[src/hdl/nss_pkg.sv]
// shared types, constants and helpers for the nmea sentence selector
`timescale 1ns / 1ps

package nss_pkg;

   // character codes
   localparam logic [7:0] CHAR_LF    = 8'h0A;
   localparam logic [7:0] CHAR_CR    = 8'h0D;
   localparam logic [7:0] CHAR_START = 8'h24;
   localparam logic [7:0] CHAR_SEP   = 8'h2C;

   // length of the wanted sentence name
   localparam logic [4:0] MATCH_LEN = 5'd5;

   // result kinds
   localparam logic [1:0] KIND_BODY  = 2'd0;
   localparam logic [1:0] KIND_END   = 2'd1;
   localparam logic [1:0] KIND_ABORT = 2'd2;

   // register indexes
   localparam logic [1:0] CSR_INTERVAL    = 2'd0;
   localparam logic [1:0] CSR_FIELD_LIMIT = 2'd1;
   localparam logic [1:0] CSR_NAME_LIMIT  = 2'd2;

   // register reset values
   localparam logic [7:0] INTERVAL_RESET    = 8'd5;
   localparam logic [7:0] FIELD_LIMIT_RESET = 8'd100;
   localparam logic [4:0] NAME_LIMIT_RESET  = 5'd20;

   typedef struct packed {
      logic [7:0] interval;
      logic [7:0] field_limit;
      logic [4:0] name_limit;
   } cfg_type;

   typedef struct packed {
      logic [1:0] kind;
      logic [7:0] body_byte;
   } rsp_type;

   // expected character of the wanted name at a position below MATCH_LEN
   function automatic logic [7:0] wanted_char(input logic [4:0] pos);
      logic [7:0] c;
      case (pos)
         5'd0:    c = "G";
         5'd1:    c = "P";
         5'd2:    c = "R";
         5'd3:    c = "M";
         5'd4:    c = "C";
         default: c = 8'h00;
      endcase
      return c;
   endfunction

endpackage

[src/hdl/nss_parser.sv]
// sentence structure tracker: parse state and per-byte result logic
`timescale 1ns / 1ps

module nss_parser (
   input  logic             clock,
   input  logic             reset,
   input  logic             step,
   input  logic [7:0]       rx_byte,
   input  nss_pkg::cfg_type cfg,
   output logic             has_result,
   output nss_pkg::rsp_type result
);
   import nss_pkg::*;

   logic       after_newline_ff, after_newline_in;
   logic       in_name_ff, in_name_in;
   logic       capturing_ff, capturing_in;
   logic [4:0] name_length_ff, name_length_in;
   logic       name_matches_ff, name_matches_in;
   logic [7:0] sentence_phase_ff, sentence_phase_in;
   logic [7:0] body_length_ff, body_length_in;

   logic [7:0] body_next;
   logic [4:0] name_next;
   logic [7:0] phase_next;

   assign body_next  = body_length_ff + 8'd1;
   assign name_next  = name_length_ff + 5'd1;
   assign phase_next = sentence_phase_ff + 8'd1;

   // next state and result for the byte in the input stage
   always_comb begin
      after_newline_in  = after_newline_ff;
      in_name_in        = in_name_ff;
      capturing_in      = capturing_ff;
      name_length_in    = name_length_ff;
      name_matches_in   = name_matches_ff;
      sentence_phase_in = sentence_phase_ff;
      body_length_in    = body_length_ff;
      has_result        = 1'b0;
      result.kind       = KIND_BODY;
      result.body_byte  = 8'h00;

      if (capturing_ff) begin
         has_result = 1'b1;
         if (rx_byte == CHAR_CR || rx_byte == CHAR_LF) begin
            capturing_in = 1'b0;
            result.kind  = KIND_END;
            if (rx_byte == CHAR_LF) begin
               after_newline_in = 1'b1;
               in_name_in       = 1'b0;
            end
         end else if (body_next == cfg.field_limit) begin
            capturing_in   = 1'b0;
            body_length_in = 8'd0;
            result.kind    = KIND_ABORT;
         end else begin
            body_length_in   = body_next;
            result.body_byte = rx_byte;
         end
      end else if (rx_byte == CHAR_LF) begin
         after_newline_in = 1'b1;
         in_name_in       = 1'b0;
      end else if (after_newline_ff) begin
         if (rx_byte == CHAR_START) begin
            in_name_in      = 1'b1;
            name_length_in  = 5'd0;
            name_matches_in = 1'b1;
         end
         after_newline_in = 1'b0;
      end else if (in_name_ff) begin
         if (rx_byte == CHAR_SEP) begin
            in_name_in = 1'b0;
            if (name_matches_ff && name_length_ff == MATCH_LEN) begin
               if (sentence_phase_ff == 8'd0) begin
                  capturing_in   = 1'b1;
                  body_length_in = 8'd0;
               end
               sentence_phase_in = (phase_next == cfg.interval) ? 8'd0 : phase_next;
            end
         end else begin
            if (name_length_ff >= MATCH_LEN || wanted_char(name_length_ff) != rx_byte) begin
               name_matches_in = 1'b0;
            end
            if (name_next == cfg.name_limit) begin
               name_length_in = 5'd0;
               in_name_in     = 1'b0;
            end else begin
               name_length_in = name_next;
            end
         end
      end
   end

   // parse state registers, advanced once per processed byte
   always_ff @(posedge clock) begin
      if (reset) begin
         after_newline_ff  <= 1'b0;
         in_name_ff        <= 1'b0;
         capturing_ff      <= 1'b0;
         name_length_ff    <= 5'd0;
         name_matches_ff   <= 1'b1;
         sentence_phase_ff <= 8'd0;
         body_length_ff    <= 8'd0;
      end else if (step) begin
         after_newline_ff  <= after_newline_in;
         in_name_ff        <= in_name_in;
         capturing_ff      <= capturing_in;
         name_length_ff    <= name_length_in;
         name_matches_ff   <= name_matches_in;
         sentence_phase_ff <= sentence_phase_in;
         body_length_ff    <= body_length_in;
      end
   end

endmodule

[src/hdl/nmea_sentence_selector.sv]
// top level of the nmea sentence selector: registers, stages and handshakes
`timescale 1ns / 1ps

// Usage
//   req channel: one received serial byte per transaction (req_rx_byte),
//     taken at an edge with req_valid high and req_stall low.
//   rsp channel: zero or one transaction per byte: a body byte of a selected
//     GPRMC sentence, an end marker or an abort marker (rsp_kind, rsp_body_byte).
//   csr port: write-only; index 0 interval, 1 field limit, 2 name limit.
//     Write only while no byte is in flight.
// Path: a taken byte is held in the input register and parsed from there; its result
//   enters the output register when the byte advances, and is offered from then on.
// Throughput: one byte per cycle while req_stall stays low; the parse state update
//   for one byte is a single pass of compares and 8-bit and 5-bit increments between
//   the input register and the output register.
// Reset: clears all handshake and parse state and loads the register defaults
//   (interval 5, field limit 100, name limit 20).
// Stall: a held result keeps its values; the input register still drains
//   bytes that give no result, and req_stall rises only when a byte with a
//   result meets a full, stalled output register.
module nmea_sentence_selector (
   input  logic       clock,
   input  logic       reset,
   input  logic       req_valid,
   output logic       req_stall,
   input  logic [7:0] req_rx_byte,
   output logic       rsp_valid,
   input  logic       rsp_stall,
   output logic [1:0] rsp_kind,
   output logic [7:0] rsp_body_byte,
   input  logic       csr_write,
   input  logic [1:0] csr_index,
   input  logic [7:0] csr_wdata
);
   import nss_pkg::*;

   cfg_type    cfg_ff;
   logic       in_valid_ff;
   logic [7:0] in_byte_ff;
   logic       out_valid_ff;
   rsp_type    out_ff;

   logic       has_result;
   rsp_type    result;
   logic       fire;

   // the parsed byte advances unless its result has nowhere to go
   assign fire      = in_valid_ff && (!has_result || !out_valid_ff || !rsp_stall);
   assign req_stall = in_valid_ff && !fire;

   // configuration registers
   always_ff @(posedge clock) begin
      if (reset) begin
         cfg_ff.interval    <= INTERVAL_RESET;
         cfg_ff.field_limit <= FIELD_LIMIT_RESET;
         cfg_ff.name_limit  <= NAME_LIMIT_RESET;
      end else if (csr_write) begin
         case (csr_index)
            CSR_INTERVAL:    cfg_ff.interval    <= csr_wdata;
            CSR_FIELD_LIMIT: cfg_ff.field_limit <= csr_wdata;
            CSR_NAME_LIMIT:  cfg_ff.name_limit  <= csr_wdata[4:0];
            default:         ;
         endcase
      end
   end

   // input register
   always_ff @(posedge clock) begin
      if (reset) begin
         in_valid_ff <= 1'b0;
      end else if (req_valid && !req_stall) begin
         in_valid_ff <= 1'b1;
      end else if (fire) begin
         in_valid_ff <= 1'b0;
      end
   end

   always_ff @(posedge clock) begin
      if (req_valid && !req_stall) begin
         in_byte_ff <= req_rx_byte;
      end
   end

   nss_parser u_parser (
      .clock      (clock),
      .reset      (reset),
      .step       (fire),
      .rx_byte    (in_byte_ff),
      .cfg        (cfg_ff),
      .has_result (has_result),
      .result     (result)
   );

   // output register
   always_ff @(posedge clock) begin
      if (reset) begin
         out_valid_ff <= 1'b0;
      end else if (fire && has_result) begin
         out_valid_ff <= 1'b1;
      end else if (!rsp_stall) begin
         out_valid_ff <= 1'b0;
      end
   end

   always_ff @(posedge clock) begin
      if (fire && has_result) begin
         out_ff <= result;
      end
   end

   assign rsp_valid     = out_valid_ff;
   assign rsp_kind      = out_ff.kind;
   assign rsp_body_byte = out_ff.body_byte;

endmodule

[config.mk]
export PLATFORM = sky130hd
export DESIGN_NAME = nmea_sentence_selector
export DESIGN_NICKNAME = d
export VERILOG_FILES = /design/src/hdl/nss_pkg.sv /design/src/hdl/nss_parser.sv /design/src/hdl/nmea_sentence_selector.sv
export SDC_FILE = /design/constraint.sdc
export NUM_CORES = 1
export LEC_CHECK = 0
export ABC_AREA = 1
export BUFFER_PORTS_ARGS = -buffer_cell sky130_fd_sc_hd__buf_2
export CAP_MARGIN = 15
export CORE_MARGIN = 1.5
export CORE_UTILIZATION = 45
export DETAILED_ROUTE_END_ITERATION = 16
export HOLD_SLACK_MARGIN = 0.15
export PLACE_DENSITY_LB_ADDON = 0.25
export SYNTH_ARGS = -nofsm -noshare
export SYNTH_HDL_FRONTEND = slang
export SYNTH_HIERARCHICAL = 1
export SYNTH_SLANG_ARGS = --single-unit
[constraint.sdc]
create_clock -name clock -period 5 [get_ports clock]
set_clock_uncertainty 0.05 [all_clocks]
set_input_delay 0.5 -clock clock [delete_from_list [all_inputs] [get_ports clock]]
set_output_delay 0.5 -clock clock [all_outputs]
set_load 0.01 [all_outputs]
---- After elaboration in Yosys (flattened, before gate mapping) ----
Cells that the tools add are included.
cells by class
  bitwise logic cells ..................... 3
  order comparisons ....................... 1
  add/subtract/negate cells ............... 3
  reductions and logical operators ........ 35
  mux-type cells .......................... 54
  equal/unequal tests ..................... 24
operators with widths
  kind                                                   count
  2-to-1 mux 8 bit                                       15
  one-hot mux 7 bit (5 select lines)                     1
  2-to-1 mux 1 bit                                       32
  2-to-1 mux 5 bit                                       5
  adder 8 x 1 -> 8 bit, second input constant            2
  == test 8 x 4 -> 1 bit, second input constant          2
  == test 8 x 6 -> 1 bit, second input constant          2
  == test 8 bit                                          2
  AND reduction 7 bit                                    2
  nonzero test 2 bit                                     7
  == test 5 x 2 -> 1 bit, second input constant          2
  == test 5 x 3 -> 1 bit, second input constant          2
  inequality test 2 bit, second input constant           5
  logical NOT 8 bit                                      1
  inequality test 8 bit                                  1
  AND reduction 8 bit                                    1
  inequality test 2 x 1 -> 1 bit, second input constant  3
  AND reduction 2 bit                                    3
  AND reduction 6 bit                                    1
  adder 5 x 1 -> 5 bit, second input constant            1
  == test 5 x 1 -> 1 bit, second input constant          1
  == test 5 bit                                          1
  >= comparator 5 x 3 -> 1 bit, second input constant    1
  logical AND 1 bit                                      5
  13 further kinds                                       22
word-level totals
  flip-flop bits (word level) ............. 66

---- Logic depth before layout (Yosys ltp) ----
Gate-level depths: netlist (run 1).
  depth in word-level cells ............... 13
  depth in mapped cells ................... 13

---- Modules after synthesis ----
Netlist (run 1), hierarchy kept.
modules (own cells, without submodules)
  module                  area each (sq um)  sequential area each (sq um)  cells each  times used
  nss_parser              2327.2             500.5                         408         1
  nmea_sentence_selector  1550.2             1001.0                        161         1

---- Worst setup path after synthesis (run 1) ----
No wires, ideal clock.
  path kind ............................... register to register
  from .................................... register u_parser.body_length_ff[0]
  to ...................................... register out_ff, in the netlist rsp_body_byte[1], data pin
  library setup time ...................... 254 ps
  stages on the path, launching flop included .. 9
  data required time ...................... 4696 ps
  path buffers ............................ 0
  data arrival time ....................... 1465 ps
  setup slack ............................. 3231 ps
  cells stage by stage .................... dfxtp_1 -> ha_1 -> nand3_2 -> xor2_1 -> xnor2_1 -> nor2_1 -> nand3_4 -> nand2_8 -> nor2_1
on the way
  longest elaborated chain between the ends .. 3
ends and longest elaborated chain
  item                          line                           RTL
  start, declared               nss_parser.sv:21               logic [7:0] body_length_ff, body_length_in;
  start signal, assigned        nss_parser.sv:112              body_length_ff <= body_length_in;
  adder 8 x 1 -> 8 bit          nss_parser.sv:27               assign body_next = body_length_ff + 8'd1;
  == test 8 bit                 nss_parser.sv:53               end else if (body_next == cfg.field_limit) begin
  OR reduction 3 bit (no line)  -
  end signal, assigned          nmea_sentence_selector.sv:107  out_ff <= result;
  end, declared                 nmea_sentence_selector.sv:41   rsp_type out_ff;
No other way between the ends.
A chain may end at the register's enable or synchronous reset.

---- Worst setup path after layout (run 1) ----
  from .................................... register u_parser.name_length_ff[0]
  to ...................................... register u_parser.name_length_ff[1]
on the way
  longest elaborated chain between the ends .. 6
ends and longest elaborated chain
  item                      line               RTL
  start, declared           nss_parser.sv:18   logic [4:0] name_length_ff, name_length_in;
  start signal, assigned    nss_parser.sv:109  name_length_ff <= name_length_in;
  adder 5 x 1 -> 5 bit (*)  nss_parser.sv:28   assign name_next = name_length_ff + 5'd1;
  == test 5 bit             nss_parser.sv:85   if (name_next == cfg.name_limit) begin
  2-to-1 mux 5 bit (*)      nss_parser.sv:85
  2-to-1 mux 5 bit (*)      nss_parser.sv:72   if (rx_byte == CHAR_SEP) begin
  2-to-1 mux 5 bit (*)      nss_parser.sv:71   end else if (in_name_ff) begin
  2-to-1 mux 5 bit (*)      nss_parser.sv:64   end else if (after_newline_ff) begin
Every way passes the cells marked *; elsewhere a longest branch is shown, timed or not. The select of a mux whose other input is x is not followed.

==> metrics.yaml, run 1 <==
status:
  run_status: "finished, final reports clean"
layout:
  syn2layout_area_growth_pct: 10.94
  num-nets-final: 635
  nFillCells: 805
  diodes: 0
  summed_area_of_non_filler_cells_in_the_final_layout_um2: 4302
  final_common_cell: "sky130_fd_sc_hd__nand2_1"
  final-seq-area_um2: 1501
  multi_input_comb_area_um2: 1978
  layout.cells.most_common_list: "sky130_fd_sc_hd__nand2_1 (163), sky130_fd_sc_hd__inv_1 (84), sky130_fd_sc_hd__nand3_1 (65)"
  drive_gt1_frac: 0.1311
sta:
  grt_setup_unrepaired: "no"
  fmax_mhz: 483.6
  postLayoutSetupSlackWorst_ns: 2.932
  worst_pin_slew_ns: 0.7313
  maxSlewViolCount: 0
  final-hold-violation-count: 0
  final_min_period_over_clock_period: 0.4136
  setup-violations-final: 0
  timing.slew.headroom: 0.5107
  totalNegativeSetupSlack_ns: 0
  fin_hold_ws_ns: 0.2656
  post-route-min-period_ns: 2.068
routing:
  route.detailed.vias_per_inst: 4.950
  initialDrtViolationCount: 215
  routed-via-count: 3539
  routed_wirelength_um: 8559
  detail_route.first_pass.iterations: 5
  post-route-drc-count: 0
  ant_nets: 0
  drt-wirelength-per-cell_um: 11.97
floorplanning:
  die_width_um: 95.83
  num_rows: 33
  height_of_the_chip_um: 95.83
  die_area_um2: 9182
  initial_core_util: 0.4672
  top_level_pins: 35
  core_area_um2: 8299
yosys:
  yosysWarningCount: 6
  synthesis.area_um2: 3877
  synth_cell_types: 35
  post_synthesis_register_bit_count: 66
  synth_fp_nets: 599
  synth_sequential_area_ratio: 0.3872
  syn-instance-count: 569
  avg_synthesized_cell_area_um2: 6.815
global_route:
  grt_remaining_overflow: 0
  largest_net_degree_at_the_start_of_global_routing: 23
  via_count_of_the_first_global_routing_pass: 3153
  number_of_antenna_violations_at_the_first_check_in_global_routing: 0
  grt_util_all_layers: 0.2001
  grt_first_pass_wirelength_um: 14260
clock_tree:
  clk_transition_reported_paths_ns: 0.08
  tritoncts.num_buffers: 9
  post_cts.repair.setup_buffers: 0
  tritoncts_clock_tree: "built"
  tritoncts_num_sinks: 66
  cts.hold.buffers_added: 0
  clock_latency_on_the_worst_skew_pair_ns: 0.35
  clock_tree_root_buffer_cell: "sky130_fd_sc_hd__clkbuf_8"
  max-clock-path-buffers: 2
  ctsResizeCount: 0
  htree_num_levels: 3
setup_path:
  crit_chain: "inv_1 -> ha_1 -> inv_1 -> or2_2 -> nand4_1 -> nor3_1 -> nand3_1 -> nand3_1 -> a21oi_1"
  crit_path_end_kind: "flop"
  crit_path_start_kind: "flop"
  worstPathMaxFanout: 7
  timing.critical_path.slowest_cell_delay_ns: 0.47
  timing.critical_path.slowest_stage_cell: "sky130_fd_sc_hd__dfxtp_1"
  critPathArrivalTime_ns: 2.23
  cp_top_family: "simple AND/OR/NAND/NOR gates"
  critPathRequiredTime_ns: 5.17
  worst-path-buf-inv: 2
  worst-setup-path-type: "flop to flop"
worst_hold_path:
  hold_class: "input port to flop"
pwr:
  power-per-cell-area_nw_per_um2: 259.8
  power.net_switching_mw: 0.2891
  seq_power_share: 0.519
  combPwrFrac: 0.085
  internal_power_mw: 0.8286
  power.switching_fraction: 0.2586
  power_frac_clock: 0.396
  peakVddDrop_mv: 0.1398
  power_leakage_nw: 2.009
  total_power_mw: 1.118
placement:
  placer_congestion: 0.8425
  dp_worst_setup_slack_ns: 2.948
  detailed_placement_hpwl_um: 6400
  place_area_um2: 4115
  numPortBuffers: 34
flow_run:
  cap_violations: 0
-- area by class of cell --
cell class / count / share of cell area
clock buffers: 11 / 0.03054
well taps: 105 / 0.03054
inverters: 89 / 0.07766
flip-flops and latches: 66 / 0.3490
multi-input cells: 405 / 0.4599
clock inverters: 5 / 0.01280
repair buffers: 34 / 0.03956
-- state kept, by name, summed over array words and instances, names as in the netlist, 2 cells and up --
name	flops
cfg_ff	21
in_byte_ff	8
rsp_body_byte	8
u_parser/body_length_ff	8
u_parser/sentence_phase_ff	8
u_parser/name_length_ff	5
rsp_kind	2
-- synth_stat cells --
master,number,area [µm²]
sky130_fd_sc_hd__nand4_1,15,93.84
sky130_fd_sc_hd__ha_1,7,87.58
sky130_fd_sc_hd__inv_2,4,15.01
sky130_fd_sc_hd__buf_6,2,22.52
sky130_fd_sc_hd__clkbuf_8,1,13.76
sky130_fd_sc_hd__nand3b_1,5,37.54
sky130_fd_sc_hd__or2_2,4,25.02
sky130_fd_sc_hd__nor2_1,63,236.5
sky130_fd_sc_hd__nand2_2,5,31.28
sky130_fd_sc_hd__nor3_1,5,25.02
sky130_fd_sc_hd__dfxtp_1,48,960.9
sky130_fd_sc_hd__edfxtp_1,18,540.5
sky130_fd_sc_hd__and2_1,1,6.260
sky130_fd_sc_hd__nor2_4,2,22.52
sky130_fd_sc_hd__o21ai_0,9,45.04
sky130_fd_sc_hd__nand3_4,2,35.03
sky130_fd_sc_hd__a21oi_2,1,8.760
sky130_fd_sc_hd__nand3_1,65,325.3
sky130_fd_sc_hd__buf_2,1,5.000
sky130_fd_sc_hd__nor2_2,7,43.79
sky130_fd_sc_hd__a31oi_1,1,6.260
sky130_fd_sc_hd__clkinv_1,1,3.750
sky130_fd_sc_hd__nand3_2,3,30.03
sky130_fd_sc_hd__o21ai_1,1,5.000
sky130_fd_sc_hd__nor3_4,1,16.27
sky130_fd_sc_hd__clkbuf_1,4,15.01
sky130_fd_sc_hd__nand2_1,163,611.8
sky130_fd_sc_hd__xnor2_1,2,17.52
sky130_fd_sc_hd__nor3_2,2,20.02
sky130_fd_sc_hd__nand2_8,1,20.02
sky130_fd_sc_hd__a21oi_1,32,160.2
sky130_fd_sc_hd__inv_1,84,315.3
sky130_fd_sc_hd__buf_4,1,7.510
sky130_fd_sc_hd__xor2_1,7,61.31
sky130_fd_sc_hd__o22ai_1,1,6.260
-- logic make-up (layout without fill, tap and decap cells) --
group | count (synthesis) | count (layout) | synth area share
AO/OA/AOI/OAI | 45 | 45 | 0.05970
XOR/XNOR | 9 | 9 | 0.02033
buffers and inverters | 98 | 139 | 0.1026
AND/OR/NAND/NOR | 344 | 344 | 0.4076
flip-flops | 66 | 66 | 0.3872
adder cells (fa/ha/maj) | 7 | 7 | 0.02259
-- power by group through the flow --
stage / clock [mW] / combinational (mW) / sequential (mW)
after detailed placement: 0 / 0.0943 / 0.592
after CTS: 0.451 / 0.0949 / 0.580
after global placement: 0 / 0.0917 / 0.592
after global routing: 0.469 / 0.109 / 0.583
final: 0.443 / 0.0947 / 0.580
after floorplan: 0 / 0.0681 / 0.588
-- layer usage --
metal | vias to the layer above | GRT usage | wire length [µm]
met5 | - | 0 | 0
met4 | 0 | 0.08333 | 97
met3 | 9 | 0.03239 | 321
met2 | 68 | 0.3263 | 4092
met1 | 1583 | 0.2622 | 4048
li1 | 1879 | - | -
-- final timing paths --
path	end	start	cells after the start	slack [ns]
hold / removal	in_byte_ff[6]$_DFFE_PP_	req_rx_byte[6]	1	0.27
setup reg to reg	u_parser/name_length_ff[1]$_SDFFE_PP0P_	u_parser/name_length_ff[0]$_SDFFE_PP0P_	9	2.93
setup / recovery	u_parser/name_length_ff[1]$_SDFFE_PP0P_	u_parser/name_length_ff[0]$_SDFFE_PP0P_	9	2.93
hold reg to reg	u_parser/name_matches_ff$_SDFFE_PP1P_	u_parser/name_matches_ff$_SDFFE_PP1P_	2	0.44
-- stage by stage --
| step | instances | util |
|---|---|---|
| after CTS | 715 | 0.5183 |
| after detailed placement | 699 | 0.4959 |
| after floorplan | 569 | - |
| final | 715 | 0.5183 |
| after global routing | 715 | 0.5183 |
| after global placement | 699 | 0.4959 |
(Power assumes the default switching activity.)
==> inputs of run 2 (changes only) <==
--- a/config.mk
+++ b/config.mk
@@ -5,7 +5,7 @@
 export SDC_FILE = /design/constraint.sdc
 export NUM_CORES = 1
 export LEC_CHECK = 0
-export ABC_AREA = 1
+export ABC_AREA = 0
 export BUFFER_PORTS_ARGS = -buffer_cell sky130_fd_sc_hd__buf_2
 export CAP_MARGIN = 15
 export CORE_MARGIN = 1.5
==> constraint.sdc (replaced) <==
create_clock -name clock -period 1.7 [get_ports clock]
set_clock_uncertainty 0.05 [all_clocks]
set_input_delay 0.17 -clock clock [delete_from_list [all_inputs] [get_ports clock]]
set_output_delay 0.17 -clock clock [all_outputs]
set_load 0.01 [all_outputs]
==> metrics.yaml, run 2 <==
status:
  run_status: "finished with violations"
  failing_checks: "negative setup slack"
clock_tree:
  clock_latency_on_the_worst_skew_pair_ns: 0.35
  tritoncts.num_buffers: 9
  htree_num_levels: 3
  clock_tree_root_buffer_cell: "sky130_fd_sc_hd__clkbuf_8"
  tritoncts_num_sinks: 66
  tritoncts_clock_tree: "built"
  max-clock-path-buffers: 2
  clk_transition_reported_paths_ns: 0.09
setup_path:
  critPathRequiredTime_ns: 1.89
  worstPathMaxFanout: 5
  worst-setup-path-type: "flop to flop"
  crit_path_end_kind: "flop"
  critPathArrivalTime_ns: 2.25
  crit_path_start_kind: "flop"
global_route:
  grt_first_pass_wirelength_um: 16570
  grt_util_all_layers: 0.2380
  number_of_antenna_violations_at_the_first_check_in_global_routing: 0
  via_count_of_the_first_global_routing_pass: 3503
  largest_net_degree_at_the_start_of_global_routing: 19
  grt_remaining_overflow: 0
routing:
  routed_wirelength_um: 10540
  initialDrtViolationCount: 137
  routed-via-count: 3606
  route.detailed.vias_per_inst: 5.414
  post-route-drc-count: 0
  drt-wirelength-per-cell_um: 15.82
  detail_route.first_pass.iterations: 4
  ant_nets: 0
sta:
  post-route-min-period_ns: 2.059
  worst_pin_slew_ns: 0.6085
  final-hold-violation-count: 0
  fmax_mhz: 485.7
  totalNegativeSetupSlack_ns: -9.185
  final_min_period_over_clock_period: 1.211
  maxSlewViolCount: 0
  postLayoutSetupSlackWorst_ns: -0.3589
  setup-violations-final: 34
  fin_hold_ws_ns: 0.1959
  timing.slew.headroom: 0.5931
  grt_setup_unrepaired: "yes"
yosys:
  synth_area_leaders: "sky130_fd_sc_hd__dfxtp_1 (25%), sky130_fd_sc_hd__edfxtp_1 (14%), sky130_fd_sc_hd__mux2i_1 (5.8%)"
  post_synthesis_register_bit_count: 66
  synthesis.area_um2: 3814
  avg_synthesized_cell_area_um2: 9.102
  synth_sequential_area_ratio: 0.3937
  asyncSetResetFlopFracSynth: 0
  top_count_cell_post_synth: "sky130_fd_sc_hd__dfxtp_1"
  synth_ff_type: "sky130_fd_sc_hd__dfxtp_1"
  synth_enable_flop_cells: 18
  netlist_top_cells_count: "sky130_fd_sc_hd__dfxtp_1 (48), sky130_fd_sc_hd__nor2_1 (41), sky130_fd_sc_hd__nand2b_1 (26)"
  synth_top_cell_area_share: 0.2520
  syn-instance-count: 419
  cell_taking_the_most_area_after_synthesis: "sky130_fd_sc_hd__dfxtp_1"
  synth_cell_types: 68
  yosysWarningCount: 6
  synth_fp_nets: 449
floorplanning:
  top_level_pins: 35
  height_of_the_chip_um: 95.06
  die_area_um2: 9036
  die_width_um: 95.06
  initial_core_util: 0.4641
  core_area_um2: 8217
  num_rows: 33
placement:
  numPortBuffers: 34
  detailed_placement_hpwl_um: 7144
  placer_congestion: 0.9018
  dp_worst_setup_slack_ns: -0.4143
  placed_cells_incl_taps: 612
  place_area_um2: 4750
pwr:
  power_leakage_nw: 2.198
  peakVddDrop_mv: 0.4857
  total_power_mw: 3.558
  power-per-cell-area_nw_per_um2: 635.9
layout:
  final_core_utilization: 0.6810
  top_reg_by_flops: "cfg_ff"
  layout.cells.most_common_list: "sky130_fd_sc_hd__buf_4 (83), sky130_fd_sc_hd__nor2_1 (37), sky130_fd_sc_hd__dfxtp_1 (36)"
  drive_gt1_frac: 0.4135
  final_common_cell: "sky130_fd_sc_hd__buf_4"
  diodes: 0
  num-nets-final: 586
  largest_reg_flops: 21
  summed_area_of_non_filler_cells_in_the_final_layout_um2: 5595
  layoutNonFillerInstCount: 666
  syn2layout_area_growth_pct: 46.72
worst_hold_path:
  hold_class: "input port to flop"
flow_run:
  cap_violations: 0
[run 2: cell types whose count changed after synthesis, moves of 7 or more]
cell,previous run,this run
sky130_fd_sc_hd__a21oi_1,32,10
sky130_fd_sc_hd__inv_1,84,19
sky130_fd_sc_hd__nand2b_1,0,26
sky130_fd_sc_hd__xnor2_1,2,17
sky130_fd_sc_hd__nor2_1,63,41
sky130_fd_sc_hd__nor2_2,7,0
sky130_fd_sc_hd__nand2_1,163,21
sky130_fd_sc_hd__nand3_1,65,18
sky130_fd_sc_hd__xor2_1,7,16
sky130_fd_sc_hd__mux2i_1,0,22
[run 2: where the power goes]
| group | switching [mW] | leakage [nW] | internal [mW] | total [mW] |
|---|---|---|---|---|
| sequential | 0.0378 | 0.565 | 1.64 | 1.68 |
| combinational | 0.262 | 1.53 | 0.255 | 0.517 |
| clock | 0.672 | 0.104 | 0.687 | 1.36 |
| total | 0.972 | 2.20 | 2.59 | 3.56 |
[run 2: kinds of logic (layout without fill, tap and decap cells)]
logic type / count (synthesis) / count (layout) / share of synthesized area
flops: 66 / 66 / 0.3937
buf+inv: 41 / 182 / 0.05052
fa+ha+maj: 7 / 7 / 0.02296
simple gates: 189 / 190 / 0.2881
compound gates: 61 / 61 / 0.1112
xor+xnor: 33 / 33 / 0.07579
mux: 22 / 22 / 0.05774
[run 2: layout make-up]
type | instances | area [µm²]
clock inverters | 7 | 75.07
clock buffers | 9 | 123.9
flip-flops and latches | 66 | 1541
repair buffers | 146 | 1095
multi-input cells | 313 | 2554
fillers | 601 | 2621
well taps | 105 | 131.4
inverters | 20 | 75.07
[run 2: per-layer routing]
layer | routed length [µm] | track usage | vias up
met5 | 0 | 0 | -
met1 | 4694 | 0.3100 | 1724
met3 | 372 | 0.03987 | 16
li1 | - | - | 1790
met2 | 5292 | 0.3983 | 76
met4 | 178 | 0.07960 | 0
[run 2: path summary, 6_finish.rpt]
check / from / to / slack (ns) / cells after the start
max reg2reg: in_byte_ff[6]$_DFFE_PP_ / u_parser/name_matches_ff$_SDFFE_PP1P_ / -0.36 / 8
min reg2reg: cfg_ff[18]$_SDFFE_PP0P_ / cfg_ff[18]$_SDFFE_PP0P_ / 0.44 / 2
max: in_byte_ff[6]$_DFFE_PP_ / u_parser/name_matches_ff$_SDFFE_PP1P_ / -0.36 / 8
min: csr_index[1] / cfg_ff[4]$_SDFFE_PP1P_ / 0.20 / 3
[run 2: timing repair]
| action | in CTS | in global routing |
|---|---|---|
| cloned | 1 | 0 |
| hold buffers | 20 | 0 |
| resized for setup | 37 | 45 |
| pin swaps | 17 | 39 |
| hold endpoints to repair | 31 | 0 |
| buffers inserted | 8 | 10 |
| endpoints found under the setup margin | 33 | 35 |
[run 2: worst max-delay path: stages (launching register included)]
cell and delay [ns]:
sky130_fd_sc_hd__edfxtp_1 0.40, sky130_fd_sc_hd__or3_4 0.43, sky130_fd_sc_hd__buf_6 0.14, sky130_fd_sc_hd__nor3_4 0.22
sky130_fd_sc_hd__buf_6 0.14, sky130_fd_sc_hd__o21ai_4 0.08, sky130_fd_sc_hd__nor2_4 0.24, sky130_fd_sc_hd__o41ai_2 0.12
sky130_fd_sc_hd__mux2i_1 0.12
==> inputs of run 3 (changes only) <==
--- a/config.mk
+++ b/config.mk
@@ -6,7 +6,7 @@
 export NUM_CORES = 1
 export LEC_CHECK = 0
 export ABC_AREA = 0
-export BUFFER_PORTS_ARGS = -buffer_cell sky130_fd_sc_hd__buf_2
+export BUFFER_PORTS_ARGS = -buffer_cell sky130_fd_sc_hd__buf_4
 export CAP_MARGIN = 15
 export CORE_MARGIN = 1.5
 export CORE_UTILIZATION = 45
==> metrics.yaml, run 3 (same netlist as run 2, synthesis figures left out) <==
status:
  run_status: "finished with violations"
  failing_checks: "negative setup slack"
setup_path:
  worst-setup-path-type: "flop to flop"
  crit_chain: "ha_4 -> or3b_1 -> nand3_1 -> a31oi_1 -> a2111o_1 -> buf_4 -> and3_1"
  crit_path_end_kind: "flop"
  timing.critical_path.slowest_cell_delay_ns: 0.39
  worstPathMaxFanout: 6
  critPathRequiredTime_ns: 1.75
  critPathArrivalTime_ns: 2.11
  timing.critical_path.slowest_stage_cell: "sky130_fd_sc_hd__dfxtp_4"
  crit_path_start_kind: "flop"
global_route:
  via_count_of_the_first_global_routing_pass: 3375
  number_of_antenna_violations_at_the_first_check_in_global_routing: 0
  grt_util_all_layers: 0.2340
  largest_net_degree_at_the_start_of_global_routing: 21
  grt_remaining_overflow: 0
  grt_first_pass_wirelength_um: 16260
pwr:
  peakVddDrop_mv: 0.4500
  power_frac_clock: 0.407
  power_leakage_nw: 2.232
  power-per-cell-area_nw_per_um2: 665.2
  seq_power_share: 0.451
  power.switching_fraction: 0.2614
  internal_power_mw: 2.761
  combPwrFrac: 0.142
  power.net_switching_mw: 0.9770
layout:
  top_reg_by_flops: "cfg_ff"
  largest_reg_flops: 21
  num-nets-final: 589
  final_core_utilization: 0.6839
  syn2layout_area_growth_pct: 47.34
  drive_gt1_frac: 0.3883
  layout.cells.most_common_list: "sky130_fd_sc_hd__buf_4 (121), sky130_fd_sc_hd__nor2_1 (37), sky130_fd_sc_hd__dfxtp_1 (37)"
  diodes: 0
  final_common_cell: "sky130_fd_sc_hd__buf_4"
sta:
  maxSlewViolCount: 0
  totalNegativeSetupSlack_ns: -8.734
  final-hold-violation-count: 0
  postLayoutSetupSlackWorst_ns: -0.3541
  timing.slew.headroom: 0.5961
  worst_pin_slew_ns: 0.6040
  setup-violations-final: 33
  final_min_period_over_clock_period: 1.208
  grt_setup_unrepaired: "yes"
  fmax_mhz: 486.8
  post-route-min-period_ns: 2.054
flow_run:
  cap_violations: 0
clock_tree:
  tritoncts_num_sinks: 66
  max-clock-path-buffers: 2
  clock_tree_root_buffer_cell: "sky130_fd_sc_hd__clkbuf_8"
  clock_latency_on_the_worst_skew_pair_ns: 0.36
  tritoncts_clock_tree: "built"
  clk_transition_reported_paths_ns: 0.08
  htree_num_levels: 3
  tritoncts.num_buffers: 9
floorplanning:
  initial_core_util: 0.4641
  die_width_um: 95.06
  die_area_um2: 9036
  height_of_the_chip_um: 95.06
  num_rows: 33
  core_area_um2: 8217
  top_level_pins: 35
routing:
  initialDrtViolationCount: 247
  routed_wirelength_um: 10450
  post-route-drc-count: 0
  detail_route.first_pass.iterations: 4
  route.detailed.vias_per_inst: 5.459
  routed-via-count: 3652
  drt-wirelength-per-cell_um: 15.62
  ant_nets: 0
placement:
  dp_worst_setup_slack_ns: -0.4377
  placer_congestion: 0.9501
  numPortBuffers: 34
  detailed_placement_hpwl_um: 6946
worst_hold_path:
  hold_class: "input port to flop"
-- run 3: power groups by stage --
stage / combinational (mW) / sequential [mW] / clock, mW
6_report: 0.532 / 1.68 / 1.52
5_1_grt: 0.567 / 1.69 / 1.61
4_1_cts: 0.506 / 1.69 / 1.54
3_5_place_dp: 0.451 / 1.72 / 0
3_3_place_gp: 0.441 / 1.72 / 0
2_1_floorplan: 0.269 / 1.73 / 0
-- run 3: worst paths after layout --
check	startpoint	endpoint	slack, ns	cells past startpoint
worst max-delay path	u_parser/body_length_ff[1]$_SDFFE_PP0P_	rsp_body_byte[4]$_DFFE_PP_	-0.35	7
worst min-delay path	csr_index[1]	cfg_ff[3]$_SDFFE_PP0P_	0.19	3
worst max register to register	u_parser/body_length_ff[1]$_SDFFE_PP0P_	rsp_body_byte[4]$_DFFE_PP_	-0.35	7
worst min register to register	cfg_ff[14]$_SDFFE_PP0P_	cfg_ff[14]$_SDFFE_PP0P_	0.44	2
-- run 3: layer usage --
layer | vias to the layer above | part of all wire | GRT usage
met4 | 0 | 0.022 | 0.08955
met2 | 102 | 0.49 | 0.3824
li1 | 1780 | - | -
met5 | - | 0 | 0
met3 | 26 | 0.043 | 0.04067
met1 | 1744 | 0.45 | 0.3070
-- run 3: per-stage QoR --
stage / hold WS (ns) / area [µm²] / total power, mW / std cells
floorplan: 0.2189 / 4050 / 1.999 / 419
global placement: 0.2984 / 4887 / 2.163 / 619
detailed placement: 0.2997 / 4887 / 2.174 / 619
CTS: 0.1853 / 5464 / 3.729 / 662
global route: 0.2121 / 5619 / 3.866 / 669
finish: 0.1888 / 5619 / 3.738 / 669
-- run 3: repair_timing --
action,4_1_cts,5_1_grt
hold buffers,20,0
cloned,1,0
setup buffers,6,7
pin swaps,25,14
endpoints found under the setup margin,33,36
gates resized for setup,27,27
endpoints found under the hold margin,32,0
-- run 3: layout make-up --
| class | instances | area (µm²) |
|---|---|---|
| multi-input combinational | 313 | 2460 |
| clock inverter | 7 | 102.6 |
| tap | 105 | 131.4 |
| fill | 609 | 2597 |
| inverter | 20 | 75.07 |
| timing repair buffer | 149 | 1199 |
| clock buffer | 9 | 123.9 |
| sequential | 66 | 1528 |
-- run 3: critical path: cells and delay by family (launching register included) --
kind	cells	cell delay [ns]
adder cells (fa/ha/maj)	1	0.17
AO/OA/AOI/OAI	2	0.46
flip-flops	1	0.39
AND/OR/NAND/NOR	3	0.58
buffers and inverters	1	0.16
